$ cat src/hw/rtl/sonar_wall_follow_controller_top_macros.svh
// assertion helpers used by swf_core
`ifndef SONAR_WALL_FOLLOW_CONTROLLER_TOP_MACROS_SVH
`define SONAR_WALL_FOLLOW_CONTROLLER_TOP_MACROS_SVH

// same-cycle implication, checked out of reset
`define SWF_ASSERT_NOW(label, ante, cons) \
  label: assert property (@(posedge clk) disable iff (!rst_n) (ante) |-> (cons)) \
    else $error("swf check failed");

// next-cycle implication, checked out of reset
`define SWF_ASSERT_NEXT(label, ante, cons) \
  label: assert property (@(posedge clk) disable iff (!rst_n) (ante) |=> (cons)) \
    else $error("swf check failed");

`endif

$ cat src/hw/rtl/swf_pkg.sv
package swf_pkg;

  typedef struct packed {
    logic [9:0] front_dist;
    logic [9:0] left_dist;
    logic [9:0] right_dist;
  } swf_in_t;

  typedef struct packed {
    logic [2:0]  motion_mode;
    logic [12:0] step_count;
  } swf_out_t;

  typedef struct packed {
    logic [11:0] left_turn_step_count;
    logic [11:0] right_turn_step_count;
    logic [9:0]  front_clearance;
    logic [9:0]  side_clearance;
  } swf_cfg_t;

  typedef enum logic [2:0] {
    PH_NORMAL = 3'd0,
    PH_WAIT1  = 3'd1,
    PH_WAIT2  = 3'd2,
    PH_DECIDE = 3'd3,
    PH_ALIGN  = 3'd4
  } swf_phase_t;

  localparam logic [2:0] MODE_FORWARD = 3'd1;
  localparam logic [2:0] MODE_LEFT    = 3'd3;
  localparam logic [2:0] MODE_RIGHT   = 3'd4;
  localparam logic [2:0] MODE_SHIFT_L = 3'd5;
  localparam logic [2:0] MODE_SHIFT_R = 3'd6;
  localparam logic [2:0] MODE_ALIGN   = 3'd7;

  localparam int CFG_IDX_W = 2;
  localparam int CFG_DATA_W = 12;
  localparam logic [CFG_IDX_W-1:0] CFG_LEFT_TURN  = 2'd0;
  localparam logic [CFG_IDX_W-1:0] CFG_RIGHT_TURN = 2'd1;
  localparam logic [CFG_IDX_W-1:0] CFG_FRONT_CLR  = 2'd2;
  localparam logic [CFG_IDX_W-1:0] CFG_SIDE_CLR   = 2'd3;

  localparam logic [11:0] RST_LEFT_TURN  = 12'd1150;
  localparam logic [11:0] RST_RIGHT_TURN = 12'd1150;
  localparam logic [9:0]  RST_FRONT_CLR  = 10'd20;
  localparam logic [9:0]  RST_SIDE_CLR   = 10'd40;

  localparam int CNT_W = 20;
  localparam logic [CNT_W-1:0] RST_ALIGN_CNT = 20'd999999;
  localparam logic [1:0] COOL_RELOAD = 2'd2;

endpackage

$ cat src/hw/rtl/swf_cfg.sv
module swf_cfg
  import swf_pkg::*;
(
  input  logic                  clk,
  input  logic                  rst_n,
  input  logic                  cfg_valid,
  input  logic [CFG_IDX_W-1:0]  cfg_index,
  input  logic [CFG_DATA_W-1:0] cfg_data,
  output logic                  cfg_ready,
  output swf_cfg_t              regs
);

  swf_cfg_t regs_r;
  swf_cfg_t regs_nxt;

  assign cfg_ready = 1'b1;
  assign regs = regs_r;

  always_comb begin
    regs_nxt = regs_r;
    if (cfg_valid) begin
      case (cfg_index)
        CFG_LEFT_TURN:  regs_nxt.left_turn_step_count = cfg_data;
        CFG_RIGHT_TURN: regs_nxt.right_turn_step_count = cfg_data;
        CFG_FRONT_CLR:  regs_nxt.front_clearance = cfg_data[9:0];
        CFG_SIDE_CLR:   regs_nxt.side_clearance = cfg_data[9:0];
        default:        regs_nxt = regs_r;
      endcase
    end
  end

  always_ff @(posedge clk) begin
    if (!rst_n) begin
      regs_r.left_turn_step_count <= RST_LEFT_TURN;
      regs_r.right_turn_step_count <= RST_RIGHT_TURN;
      regs_r.front_clearance <= RST_FRONT_CLR;
      regs_r.side_clearance <= RST_SIDE_CLR;
    end else begin
      regs_r <= regs_nxt;
    end
  end

endmodule

$ cat src/hw/rtl/swf_core.sv
`include "sonar_wall_follow_controller_top_macros.svh"

module swf_core
  import swf_pkg::*;
(
  input  logic     clk,
  input  logic     rst_n,
  input  logic     adv,
  input  swf_in_t  item,
  input  swf_cfg_t regs,
  output logic     res_valid,
  output swf_out_t res
);

  swf_phase_t       phase_r, phase_nxt;
  logic [1:0]       cool_r, cool_nxt;
  logic [CNT_W-1:0] valid_cnt_r, valid_cnt_nxt;
  logic [CNT_W-1:0] align_cnt_r, align_cnt_nxt;

  logic [9:0]       f, l, r;
  logic [10:0]      total;
  logic [9:0]       diff;
  logic [9:0]       f_off;
  logic [8:0]       cmd;
  logic             calib;
  logic             shift_hit;
  logic [3:0]       near;
  logic [9:0]       shift_raw;
  logic [9:0]       shift_lim;
  logic [9:0]       shift;
  logic [CNT_W-1:0] valid_base;

  function automatic logic [CNT_W-1:0] sat_add(input logic [CNT_W-1:0] a,
                                               input logic [9:0] b);
    logic [CNT_W:0] s;
    s = {1'b0, a} + {{(CNT_W-9){1'b0}}, b};
    return s[CNT_W] ? {CNT_W{1'b1}} : s[CNT_W-1:0];
  endfunction

  assign f = item.front_dist;
  assign l = item.left_dist;
  assign r = item.right_dist;
  assign total = {1'b0, l} + {1'b0, r};
  assign diff = (l > r) ? (l - r) : (r - l);
  assign f_off = f - 10'd10;

  // speed from front range, clamped; front of exactly ten gives zero
  always_comb begin
    if (f < 10'd10) begin
      cmd = 9'd20;
    end else if (f >= 10'd35) begin
      cmd = 9'd500;
    end else begin
      cmd = 9'({4'd0, f_off[4:0]} * 9'd20);
    end
  end

  assign calib = (total < 11'd35) && ((total > 11'd30) || (diff > 10'd3)) &&
                 (valid_cnt_r > 20'd2000) && (align_cnt_r > 20'd4000) &&
                 (f > 10'd40) && ((l <= 10'd15) || (r <= 10'd15));

  assign shift_hit = ({1'b0, f} > ({1'b0, regs.front_clearance} + 11'd5)) &&
                     ((r < 10'd11) || (l < 10'd11));
  assign near = (r < 10'd11) ? r[3:0] : l[3:0];
  assign shift_raw = 10'({6'd0, 4'd11 - near} * 10'd50);
  assign shift_lim = {cmd, 1'b0};
  assign shift = (shift_raw > shift_lim) ? shift_lim : shift_raw;

  assign valid_base = (total >= 11'd35) ? '0 : valid_cnt_r;

  always_comb begin
    phase_nxt = phase_r;
    cool_nxt = cool_r;
    valid_cnt_nxt = valid_cnt_r;
    align_cnt_nxt = align_cnt_r;
    res_valid = 1'b0;
    res.motion_mode = MODE_FORWARD;
    res.step_count = '0;
    case (phase_r)
      PH_WAIT1: phase_nxt = PH_WAIT2;
      PH_WAIT2: phase_nxt = PH_DECIDE;
      PH_DECIDE: begin
        phase_nxt = PH_NORMAL;
        cool_nxt = COOL_RELOAD;
        if (l > 10'd25) begin
          res_valid = 1'b1;
          res.motion_mode = MODE_LEFT;
          res.step_count = {1'b0, regs.left_turn_step_count};
        end else if (r > 10'd25) begin
          res_valid = 1'b1;
          res.motion_mode = MODE_RIGHT;
          res.step_count = {1'b0, regs.right_turn_step_count};
        end else if ((total > 11'd30) || (diff > 10'd3)) begin
          // drive clear, then align on the next word
          res_valid = 1'b1;
          res.motion_mode = MODE_FORWARD;
          res.step_count = 13'd500;
          phase_nxt = PH_ALIGN;
          cool_nxt = cool_r;
        end
      end
      PH_ALIGN: begin
        phase_nxt = PH_NORMAL;
        cool_nxt = COOL_RELOAD;
        res_valid = 1'b1;
        res.motion_mode = MODE_ALIGN;
        res.step_count = 13'd500;
      end
      default: begin
        phase_nxt = PH_NORMAL;
        valid_cnt_nxt = valid_base;
        if (calib) begin
          valid_cnt_nxt = '0;
          align_cnt_nxt = '0;
          res_valid = 1'b1;
          res.motion_mode = MODE_ALIGN;
          res.step_count = {1'b0, regs.left_turn_step_count};
        end else if (shift_hit) begin
          valid_cnt_nxt = sat_add(valid_base, shift);
          align_cnt_nxt = sat_add(align_cnt_r, shift);
          res_valid = 1'b1;
          res.motion_mode = (r < 10'd11) ? MODE_SHIFT_L : MODE_SHIFT_R;
          res.step_count = {3'd0, shift};
        end else if (f > regs.front_clearance) begin
          valid_cnt_nxt = sat_add(valid_base, {1'b0, cmd});
          align_cnt_nxt = sat_add(align_cnt_r, {1'b0, cmd});
          res_valid = 1'b1;
          res.motion_mode = MODE_FORWARD;
          res.step_count = {4'd0, cmd};
        end else if ((l > regs.side_clearance) || (r > regs.side_clearance)) begin
          if (cool_r == 2'd0) begin
            cool_nxt = COOL_RELOAD;
            res_valid = 1'b1;
            if (l > regs.side_clearance) begin
              res.motion_mode = MODE_LEFT;
              res.step_count = {1'b0, regs.left_turn_step_count};
            end else begin
              res.motion_mode = MODE_RIGHT;
              res.step_count = {1'b0, regs.right_turn_step_count};
            end
          end else begin
            cool_nxt = cool_r - 2'd1;
          end
        end else if (cool_r == 2'd0) begin
          // turn-around: double left turn, then wait out two words before deciding
          phase_nxt = PH_WAIT1;
          res_valid = 1'b1;
          res.motion_mode = MODE_LEFT;
          res.step_count = {regs.left_turn_step_count, 1'b0};
        end else begin
          cool_nxt = cool_r - 2'd1;
        end
      end
    endcase
  end

  always_ff @(posedge clk) begin
    if (!rst_n) begin
      phase_r <= PH_NORMAL;
      cool_r <= '0;
      valid_cnt_r <= '0;
      align_cnt_r <= RST_ALIGN_CNT;
    end else if (adv) begin
      phase_r <= phase_nxt;
      cool_r <= cool_nxt;
      valid_cnt_r <= valid_cnt_nxt;
      align_cnt_r <= align_cnt_nxt;
    end
  end

  `SWF_ASSERT_NOW(a_wait_silent,
                  adv && (phase_r == PH_WAIT1 || phase_r == PH_WAIT2), !res_valid)
  `SWF_ASSERT_NEXT(a_align_returns, adv && phase_r == PH_ALIGN,
                   phase_r == PH_NORMAL && cool_r == COOL_RELOAD)
  `SWF_ASSERT_NEXT(a_decide_fwd,
                   adv && phase_r == PH_DECIDE && res_valid && res.motion_mode == MODE_FORWARD,
                   phase_r == PH_ALIGN)
  `SWF_ASSERT_NEXT(a_calib_clears,
                   adv && phase_r == PH_NORMAL && res_valid && res.motion_mode == MODE_ALIGN,
                   valid_cnt_r == '0 && align_cnt_r == '0)

endmodule

$ cat src/hw/rtl/sonar_wall_follow_controller_top.sv
// Sonar wall-follow controller: each input word is a front/left/right sonar triple and gives at
// most one stepper command (motion mode and step count) on the output. One word is taken per
// clock unless the input side stalls: the input register feeds a single decision stage that
// reads and updates the controller state (phase, turn cooldown and the two saturating step
// counters) and writes the output register in the same cycle, so a command passes from the input
// register through the decision stage into the output register. The input side stalls only while
// the output register holds a command the downstream side has not taken. Configuration writes are
// always ready and should be issued only while no word is in flight.
module sonar_wall_follow_controller_top
  import swf_pkg::*;
(
  input  logic                  clk,
  input  logic                  rst_n,
  input  logic                  in_valid,
  output logic                  in_stall,
  input  swf_in_t               in_data,
  output logic                  out_valid,
  input  logic                  out_stall,
  output swf_out_t              out_data,
  input  logic                  cfg_valid,
  output logic                  cfg_ready,
  input  logic [CFG_IDX_W-1:0]  cfg_index,
  input  logic [CFG_DATA_W-1:0] cfg_data
);

  logic     in_valid_r;
  swf_in_t  in_data_r;
  logic     out_valid_r;
  swf_out_t out_data_r;
  logic     adv;
  logic     accept;
  logic     res_valid;
  swf_out_t res;
  swf_cfg_t regs;

  // decision stage moves when it holds a word and the output register is free or being drained
  assign adv = in_valid_r && (!out_valid_r || !out_stall);
  assign in_stall = in_valid_r && !adv;
  assign accept = in_valid && !in_stall;

  assign out_valid = out_valid_r;
  assign out_data = out_data_r;

  swf_cfg u_cfg (
    .clk       (clk),
    .rst_n     (rst_n),
    .cfg_valid (cfg_valid),
    .cfg_index (cfg_index),
    .cfg_data  (cfg_data),
    .cfg_ready (cfg_ready),
    .regs      (regs)
  );

  swf_core u_core (
    .clk       (clk),
    .rst_n     (rst_n),
    .adv       (adv),
    .item      (in_data_r),
    .regs      (regs),
    .res_valid (res_valid),
    .res       (res)
  );

  always_ff @(posedge clk) begin
    if (!rst_n) begin
      in_valid_r <= 1'b0;
    end else if (accept) begin
      in_valid_r <= 1'b1;
    end else if (adv) begin
      in_valid_r <= 1'b0;
    end
  end

  always_ff @(posedge clk) begin
    if (accept) begin
      in_data_r <= in_data;
    end
  end

  always_ff @(posedge clk) begin
    if (!rst_n) begin
      out_valid_r <= 1'b0;
    end else if (adv) begin
      out_valid_r <= res_valid;
    end else if (!out_stall) begin
      out_valid_r <= 1'b0;
    end
  end

  always_ff @(posedge clk) begin
    if (adv && res_valid) begin
      out_data_r <= res;
    end
  end

endmodule
$ cat config.mk
export PLATFORM = sky130hd
export DESIGN_NAME = sonar_wall_follow_controller_top
export DESIGN_NICKNAME = d
export VERILOG_FILES = /design/src/hw/rtl/swf_pkg.sv /design/src/hw/rtl/swf_cfg.sv /design/src/hw/rtl/swf_core.sv /design/src/hw/rtl/sonar_wall_follow_controller_top.sv
export VERILOG_INCLUDE_DIRS = /design/src /design/src/hw/rtl
export SDC_FILE = /design/constraint.sdc
export NUM_CORES = 1
export LEC_CHECK = 0
export BUFFER_PORTS_ARGS = -buffer_cell sky130_fd_sc_hd__buf_4
export CAP_MARGIN = 20
export CELL_PAD_IN_SITES_DETAIL_PLACEMENT = 1
export CELL_PAD_IN_SITES_GLOBAL_PLACEMENT = 1
export CORE_UTILIZATION = 52
export DETAILED_ROUTE_END_ITERATION = 10
export MAX_ROUTING_LAYER = met4
export PLACE_DENSITY = 0.95
export SKIP_CTS_REPAIR_TIMING = 1
export SLEW_MARGIN = 40
export SYNTH_ARGS = -nofsm -noshare
export SYNTH_HDL_FRONTEND = slang
export SYNTH_HIERARCHICAL = 1
export SYNTH_SLANG_ARGS = --single-unit
$ cat constraint.sdc
create_clock -name clk -period 10.03 [get_ports clk]
set_clock_uncertainty 0.2 [all_clocks]
set_input_delay 2.006 -clock clk [delete_from_list [all_inputs] [get_ports clk]]
set_output_delay 2.006 -clock clk [all_outputs]
set_load 0.01 [all_outputs]
==> results of run 1 <==
==> area by class of cell <==
cell class / instances / area (um2) / share of cell area, %
inverter: 98 / 368 / 2.71
multi-input combinational: 1169 / 8380 / 61.7
sequential: 137 / 3200 / 23.6
tap: 313 / 392 / 2.88
timing repair buffer: 82 / 616 / 4.53
clock buffer: 17 / 425 / 3.13
clock inverter: 15 / 194 / 1.43
==> cell usage in the layout (no fill, tap or decap), types with 13 or more instances in the layout <==
| master | count |
|---|---|
| nor4_1 | 16 |
| nand3_1 | 40 |
| nand2_1 | 128 |
| edfxtp_1 | 46 |
| nor2b_1 | 42 |
| ha_1 | 129 |
| nor3_1 | 37 |
| buf_4 | 82 |
| a21o_1 | 24 |
| inv_1 | 98 |
| and3_1 | 14 |
| o21ai_0 | 79 |
| mux2i_1 | 64 |
| clkbuf_16 | 17 |
| o211ai_1 | 19 |
| a21oi_1 | 107 |
| and2_1 | 19 |
| a211oi_1 | 23 |
| a31oi_1 | 13 |
| a211o_1 | 14 |
| nand4_1 | 27 |
| xnor2_1 | 40 |
| dfxtp_1 | 91 |
| o21a_1 | 16 |
| nand2b_1 | 13 |
| xor2_1 | 19 |
| nor2_1 | 84 |
==> how the worst min path moves through the flow <==
stage | startpoint | endpoint | slack [ps] | cells after the start
after floorplan | u_cfg/regs[2] | u_cfg/regs[2] | 230 | 2
after global placement | u_cfg/regs[8] | u_cfg/regs[8] | 250 | 2
after detailed placement | u_cfg/regs[7] | u_cfg/regs[7] | 260 | 2
after CTS | u_core/valid_cnt_r[8] | u_core/valid_cnt_r[8] | 290 | 2
after global routing | u_core/valid_cnt_r[8] | u_core/valid_cnt_r[8] | 310 | 2
final | u_core/valid_cnt_r[8] | u_core/valid_cnt_r[8] | 290 | 2
==> through the flow <==
stage | cells | hold WS (ps) | util [%]
2_1_floorplan | 1475 | 235 | -
3_3_place_gp | 1799 | 249 | 56.6
3_5_place_dp | 1799 | 259 | 56.6
4_1_cts | 1831 | 288 | 59.3
5_1_grt | 1831 | 307 | 59.4
6_report | 1831 | 292 | 59.4
==> power by group <==
part           switching (mW)  leakage [nW]  total [mW]  internal (mW)
Clock                   0.345         0.300       0.688          0.342
Sequential             0.0368          1.18       0.639          0.602
Combinational           0.339          4.09       0.545          0.206
Total                   0.721          5.57        1.87           1.15
==> metal layers <==
metal  up-vias  share of wire, %  global-route usage [%]  wire (um)
li1       5497                 -                       -          -
met1      6398                37                    49.2      19300
met2       927                46                    71.3      24000
met3       316               9.2                    10.1       4760
met4         0               7.4                    30.4       3820
met5         -                 0                       -          0
==> cells by family (layout without fill, tap and decap cells) <==
logic type	after synthesis	after routing	share of synthesized area [%]
buffers and inverters	169	212	5.73
muxes	72	72	5.97
other	1	1	0.0307
xor gates and xnor gates	59	59	4.22
and+or+nand+nor	476	476	20.0
DFF	137	137	26.2
AOI/OAI and AO/OA	423	423	23.2
adders and majority gates	138	138	14.7
==> state kept, by name (all words and copies together) (netlist names) <==
name	count
out_data	16
u_cfg/regs	44
u_core/phase_r	3
in_valid_r	1
out_valid	1
in_data_r	30
u_core/align_cnt_r	20
u_core/valid_cnt_r	20
u_core/cool_r	2
==> worst reg2reg max path: cells and delay by family, from the launching register on <==
kind,cells,cell delay (ps)
simple gates,4,780
fa+ha+maj,6,1830
flops,1,580
buf+inv,2,210
compound gates,15,4390
xor+xnor,1,110
==> summary.md, run 1 <==
| Metric | Value |
|---|---|
| Syn avg cell area | between 8 and 9 um2 |
| Worst path max stage delay | slightly above 700 ps |
| Fill count | about 2700 |
| Largest net degree at the start of global routing | 79 |
| Buf+Inv Stages, Crit Path | 2 |
| CP startpoint | in_data_r[1] |
| Max IR drop VDD | between 0.1 and 0.15 mV |
| Antenna-violating nets left | 0 |
| Main synth FF type | dfxtp_1 |
| RR Startpoint | in_data_r[1] |
| Share of cells above drive strength 1 | between 10% and 20% |
| Worst-path fanout max | 10 |
| Crit path time final | 8260 ps |
| Startpoint types | flop |
| Dominant cell by count in the synthesized netlist | ha_1 |
| Die Ht | roughly 160 um |
| Detailed Route WL | around 52000 um |
| Clock sinks | around 140 |
| Initial DRC count | between 1000 and 1500 |
| Post-synth EDFFs | between 40 and 50 |
| Overflow left after global routing | 0 |
| Sum Neg Setup Slack | 0 ps |
| Synth top area cells | dfxtp_1 (15%), ha_1 (13%), edfxtp_1 (11%) |
| Core footprint | about 23000 um2 |
| Place WS | approximately 2300 ps |
| Lkg Pwr | about 5.6 nW |
| Initial Util | around 54% |
| # DRC | 0 |
| RePlAce Congestion | ~0.94 |
| RSZ-0062 raised after global routing | no |
| Cell count of the worst reg-to-reg path | 28 |
| Vias in the first global route | 13855 |
| Port Buffers | 66 |
| Worst slew pin tran | 877 ps |
| Synthesized instance count | roughly 1500 |
| Fin nets | 1692 |
| Area share of the largest cell type after synthesis | between 10% and 20% |
| Post-synth top cells | ha_1 (129), nand2_1 (128), a21oi_1 (107) |
| Gr usage total | approximately 44% |
| Area Growth Syn to Fin | 11.0% |
| Hold Fails Final Rpt | 0 |
| Relative slew slack | between 40% and 50% |
| DR vias | 13138 |
| Ys Warns | 6 |
| Die area | approximately 24000 um2 |
| Total power | between 1.5 and 2 mW |
| # setup viols final | 0 |
| Worst reg2reg setup slack | 1770 ps |
| CP delay by family, top | compound AO/OA/AOI/OAI gates |
| Seq/Total Area, Yosys | between 20% and 30% |
| Mapped cell area | roughly 12000 um2 |
| Pre-antenna DRT Iters | 6 |
| Cell variety after synth | 86 |
| H-tree depth | 4 |
| Synthesized Nets | around 1700 |
| Post-route cell area | approximately 14000 um2 |
| Worst-skew pair later-pin latency | 460 ps |
| Post-DP Area | 12900 um2 |
| Clk root buf | clkbuf_16 |
| Chip Width | 155 um |
| Final Max Slew Viols | 0 |
| Total CTS buffers | 17 |
| Total of max-cap violations | 0 |
| Initial antenna violation count | 0 |
| CP Depth | 28 |
| Crit path kind | reg -> reg |
| Routed wire per std cell | 28.3 um |
| Power Density | ~140 nW/um2 |
| Post-DP HPWL | 33800 um |
| Most used cell along the critical path | a21oi_1 |
| Max Root-Sink Buffers | 2 |
| Io pins | between 60 and 70 |
| Highest clock rate | about 0.12 GHz |
| Row cnt | 55 |
| Worst path slowest cell | o211ai_1 |
| Period Utilization, post-route | between 80% and 90% |
| Seq cells post-synth | 137 |
| Worst path arrival time | 8340 ps |
| Setup crit end | u_core/align_cnt_r[17] |
| Hold Crit Class | reg -> reg |
| CTS tree | built |
| Clock Pin Slew Worst Setup and Hold Paths | approximately 80 ps |
| R2R Path End | u_core/align_cnt_r[17] |
| Ant. Diodes | 0 |
| Post-synthesis async set-or-reset flop share | 0% |
| Top cell type by total area after synthesis | dfxtp_1 |
| Worst Path Required | between 10000 and 15000 ps |
| First-pass GRT wire length | 79800 um |
| Worst setup margin | 1770 ps |
| Via density | about 7.2 |
| Outcome | finished clean |
| Critical path capture point type | flop |
No activity file was read; power rests on OpenSTA's default activity.
==> inputs of run 2 (changes only) <==
Settings changed: CORE_UTILIZATION 52 to 48, PLACE_DENSITY 0.95 to 0.92.
Clock period 10.03 ns to 8.35 ns, I/O delays scaled along.
==> run 2 against run 1 <==
- register-to-register slack worse by 1200 ps
- combinational power up 19%
- final area up 0.36%
- sequential power up 20%
- largest cell class unchanged
==> summary.md, run 2 (synthesis gave the netlist of run 1 again) <==
| Metric | Value |
|---|---|
| RSZ-0062 raised after global routing | no |
| Crit path time final | between 7000 and 8000 ps |
| Total power | approximately 2.2 mW |
| Io pins | 68 |
| Fin nets | about 1700 |
| Hold Fails Final Rpt | 0 |
| Clock Pin Slew Worst Setup and Hold Paths | ~80 ps |
| Logic pwr share | ~29% |
| Via density | ~7 |
| Die area | approximately 26000 um2 |
| Period Utilization, post-route | between 90% and 100% |
| Die Ht | approximately 160 um |
| Sequential share of power | approximately 34% |
| Clk root buf | clkbuf_16 |
| Worst-skew pair later-pin latency | between 400 and 500 ps |
| Chip Width | between 150 and 200 um |
| Core footprint | about 25000 um2 |
| NetSw | 844 uW |
| Overflow left after global routing | 0 |
| Initial Util | between 40 and 50% |
| Worst-path fanout max | 10 |
| Fill count | 3000 |
| Largest net degree at the start of global routing | 62 |
| Lkg Pwr | 5.58 nW |
| DR vias | between 10000 and 15000 |
| H-tree depth | 4 |
| Max Root-Sink Buffers | 2 |
| Relative slew slack | between 30% and 40% |
| Port Buffers | 66 |
| RePlAce Congestion | about 0.94 |
| Power Internal | 1.40 mW |
| Hold Crit Class | reg -> reg |
| Sum Neg Setup Slack | 0 ps |
| Sw Share | about 38% |
| Most frequent cells in the layout | ha_1 (129), nand2_1 (128), a21oi_1 (105), inv_1 (98), dfxtp_1 (91) |
| Initial antenna violation count | 1 |
| Crit path kind | reg -> reg |
| Area Growth Syn to Fin | 11.4% |
| CTS tree | built |
| Buf+Inv Stages, Crit Path | 2 |
| Vias in the first global route | 13319 |
| Share of cells above drive strength 1 | 10.4% |
| Initial DRC count | roughly 1400 |
| Worst Path Required | around 8500 ps |
| Multi-input logic area | around 8400 um2 |
| Critical path capture point type | flop |
| Max IR drop VDD | about 0.11 mV |
| CP delay by family, top | compound AO/OA/AOI/OAI gates |
| Min Hold Slack | 283 ps |
| # DRC | 0 |
| Clock sinks | approximately 140 |
| Total CTS buffers | 17 |
| Max FFs per register | 44 |
| Antenna-violating nets left | 0 |
| Final Max Slew Viols | 0 |
| Worst path arrival time | around 7900 ps |
| Gr usage total | between 30% and 40% |
| Power Density | about 170 nW/um2 |
| Worst path max stage delay | approximately 770 ps |
| Highest clock rate | roughly 0.13 GHz |
| Commonest non-fill, non-tap cell in the layout | ha_1 |
| Routed wire per std cell | roughly 27 um |
| Register Area | between 3000 and 4000 um2 |
| # setup viols final | 0 |
| Most used cell along the critical path | ha_1 |
| Total of max-cap violations | 0 |
| First-pass GRT wire length | 76200 um |
| Outcome | finished clean |
| Worst path slowest cell | o31ai_1 |
| Row cnt | 58 |
| Post-DP HPWL | 33500 um |
| Pre-antenna DRT Iters | 6 |
| Worst slew pin tran | slightly below 900 ps |
| Detailed Route WL | roughly 50000 um |
| Clock power frac | a little under two fifths |
| Startpoint types | flop |
==> run 2: cell count changes in the layout (fill, tap and decap cells not counted), sizes merged <==
cell and change:
inv +2, clkbuf +2, clkinv -5, clkinvlp +1, diode +2, buf +1
==> run 2: per-layer routing <==
| layer | track usage, % | wire (um) | up-vias |
|---|---|---|---|
| li1 | - | - | 5495 |
| met1 | 44.1 | 19100 | 6373 |
| met2 | 63.8 | 23800 | 794 |
| met3 | 6.78 | 3540 | 244 |
| met4 | 24.9 | 3130 | 0 |
| met5 | - | 0 | - |
==> run 2: worst paths after layout <==
kind | start | slack [ps] | cells past startpoint | to
worst max-delay path | in_data_r[4] | 620 | 26 | u_core/valid_cnt_r[6]
worst min-delay path | u_cfg/regs[2] | 280 | 2 | u_cfg/regs[2]
worst max register to register | in_data_r[4] | 620 | 26 | u_core/valid_cnt_r[6]
worst min register to register | u_cfg/regs[2] | 280 | 2 | u_cfg/regs[2]
==> run 2: cell type report <==
type | count | share of cell area, %
Antenna cell | 2 | 0.0367
Clock buffer | 19 | 3.49
Sequential cell | 137 | 23.5
Multi-Input combinational cell | 1169 | 61.7
Clock inverter | 13 | 1.01
Inverter | 98 | 2.70
Timing Repair Buffer | 83 | 4.57
Tap cell | 330 | 3.03
==> run 2: power groups by stage <==
stage	logic (mW)	registers, mW	clock network, mW
floorplan	0.417	0.763	0
global placement	0.570	0.773	0
detailed placement	0.602	0.776	0
CTS	0.624	0.762	0.836
global route	0.684	0.767	0.863
finish	0.647	0.764	0.837
==> run 2: metrics by stage <==
step	util (%)	cell area (um2)	cells	setup WS, ps
after global placement	51.6	12900	1815	943
final	54.3	13600	1851	615
after detailed placement	51.7	13000	1815	519
after floorplan	-	12200	1475	1830
after CTS	54.1	13600	1847	386
after global routing	54.3	13600	1851	73.4
==> run 2: worst min-delay path, cell delays in order, from the launching register on <==
cell and delay (ps):
dfxtp_1 320, nand2_1 60, mux2i_1 60
==> inputs of run 3 (changes only) <==
--- a/config.mk
+++ b/config.mk
@@ -11,8 +11,9 @@
 export CELL_PAD_IN_SITES_DETAIL_PLACEMENT = 1
 export CELL_PAD_IN_SITES_GLOBAL_PLACEMENT = 1
-export CORE_UTILIZATION = 48
+export CORE_UTILIZATION = 49
+export CTS_BUF_LIST = sky130_fd_sc_hd__clkbuf_8
 export DETAILED_ROUTE_END_ITERATION = 10
 export MAX_ROUTING_LAYER = met4
-export PLACE_DENSITY = 0.92
+export PLACE_DENSITY = 0.94
 export SKIP_CTS_REPAIR_TIMING = 1
 export SLEW_MARGIN = 40
==> constraint.sdc (replaced) <==
create_clock -name clk -period 8.35 [get_ports clk]
set_clock_uncertainty 0.2 [all_clocks]
set_input_delay 0.835 -clock clk [delete_from_list [all_inputs] [get_ports clk]]
set_output_delay 0.835 -clock clk [all_outputs]
set_load 0.01 [all_outputs]
==> run 3 against run 2 <==
- core utilization up 0.77 points
- first-iteration DRC count up 17%
- largest cell class unchanged
- power down 11%
- largest power group is now registers
- critical endpoint is now u_core/align_cnt_r[17]
- non-clock buffer count up 2
==> summary.md, run 3 (synthesis gave the netlist of run 1 again) <==
| Metric | Value |
|---|---|
| Outcome | finished clean |
| Max IR drop VDD | roughly 0.11 mV |
| Relative slew slack | roughly 45% |
| Final Max Slew Viols | 0 |
| Initial DRC count | roughly 1600 |
| Most frequent cells in the layout | ha_1 (129), nand2_1 (128), a21oi_1 (106), inv_1 (98), dfxtp_1 (91) |
| Highest clock rate | about 0.13 GHz |
| Clock Pin Slew Worst Setup and Hold Paths | between 100 and 150 ps |
| # setup viols final | 0 |
| Pre-antenna DRT Iters | 6 |
| Met1 Usage GRT | between 40% and 50% |
| Worst path max stage delay | 540 ps |
| Fin nets | ~1700 |
| Port Buffers | 66 |
| Gr usage total | around two fifths |
| Largest net degree at the start of global routing | 60 |
| Max Root-Sink Buffers | 2 |
| Chip Width | about 160 um |
| Vias in the first global route | roughly 13000 |
| Crit path kind | reg -> reg |
| Row cnt | 57 |
| Lkg Pwr | around 5.5 nW |
| Most used cell along the critical path | ha_1 |
| Critical path capture point type | flop |
| Die Ht | 160 um |
| Total of max-cap violations | 0 |
| Commonest non-fill, non-tap cell in the layout | ha_1 |
| Routing usage on met2 | 63.3% |
| Met3 usage | approximately 6% |
| H-tree depth | 4 |
| Worst Path Required | about 8500 ps |
| Power Density | roughly 150 nW/um2 |
| Hold Fails Final Rpt | 0 |
| RePlAce Congestion | roughly 1 |
| Total CTS buffers | 17 |
| Core footprint | approximately 24000 um2 |
| Period Utilization, post-route | between 90% and 100% |
| Hold Crit Class | reg -> reg |
| DR vias | about 13000 |
| Antenna-violating nets left | 0 |
| # DRC | 0 |
| Routed wire per std cell | between 20 and 30 um |
| Utilization after layout | 55.1% |
| Max FFs per register | 44 |
| Initial antenna violation count | 1 |
| Overflow left after global routing | 0 |
| Post-DP HPWL | between 30000 and 40000 um |
| Clk root buf | clkbuf_8 |
| Worst path slowest cell | o41ai_1 |
| Sum Neg Setup Slack | 0 ps |
| Worst path arrival time | between 8000 and 9000 ps |
| Io pins | 68 |
| Worst-skew pair later-pin latency | 500 ps |
| Startpoint types | flop |
| Detailed Route WL | 50100 um |
| CTS tree | built |
| Via density | between 7 and 8 |
| Worst slew pin tran | 814 ps |
| Crit path time final | slightly below 8000 ps |
| Area Growth Syn to Fin | 9.78% |
| RSZ-0062 raised after global routing | no |
| Gr busiest metal | met2 |
| Initial Util | 50.1% |
| First-pass GRT wire length | 75500 um |
| Die area | approximately 26000 um2 |
| Share of cells above drive strength 1 | 10.6% |
| Clock sinks | 137 |
| Total power | about 2.0 mW |
| Worst-path fanout max | 10 |
## run 3: cell count changes in the layout (fill, tap and decap cells not counted), sizes merged
| cell | previous run | this run |
|---|---|---|
| clkinvlp | 1 | 0 |
| clkinv | 2 | 5 |
| clkbuf | 19 | 18 |
| diode | 2 | 1 |
| buf | 83 | 85 |
| inv | 108 | 107 |
## run 3: per-stage QoR
step / hold WS, ps / setup WS, ps / std cells / cell area (um2)
floorplan: 235 / 1830 / 1475 / 12200
global placement: 247 / 1050 / 1810 / 12900
detailed placement: 276 / 503 / 1810 / 13000
CTS: 293 / 329 / 1842 / 13400
global route: 292 / 188 / 1846 / 13400
finish: 295 / 468 / 1846 / 13400
## run 3: final timing paths
path | from | to | slack (ps) | cells past startpoint
max reg2reg | in_data_r[4] | u_core/align_cnt_r[17] | 470 | 28
max | in_data_r[4] | u_core/align_cnt_r[17] | 470 | 28
min | u_core/valid_cnt_r[5] | u_core/valid_cnt_r[5] | 290 | 2
min reg2reg | u_core/valid_cnt_r[5] | u_core/valid_cnt_r[5] | 290 | 2
## run 3: power by group
part / total, mW / leakage (nW) / internal [mW] / switching (mW)
logic: 0.653 / 4.11 / 0.247 / 0.406
clock network: 0.592 / 0.204 / 0.233 / 0.359
registers: 0.766 / 1.18 / 0.723 / 0.0434
total: 2.01 / 5.49 / 1.20 / 0.808
## run 3: layer usage
layer,share of wire (%),vias to the layer above
li1,-,5520
met1,38,6300
met2,47,879
met3,8.1,261
met4,6.5,0
met5,0,-
## run 3: critical path: cells and delay by family (launching register included)
family | cells | cell delay [ps]
compound gates | 14 | 3580
fa+ha+maj | 6 | 1810
simple gates | 4 | 960
flops | 1 | 530
buf+inv | 3 | 430
xor+xnor | 1 | 200
## run 3: area by class of cell
class	instances	area (um2)
diodes	1	2.50
well taps	324	405
repair buffers	85	638
clock buffers	18	248
flip-flops and latches	137	3200
clock inverters	14	150
multi-input cells	1169	8410
inverters	98	368
fillers	2921	11000
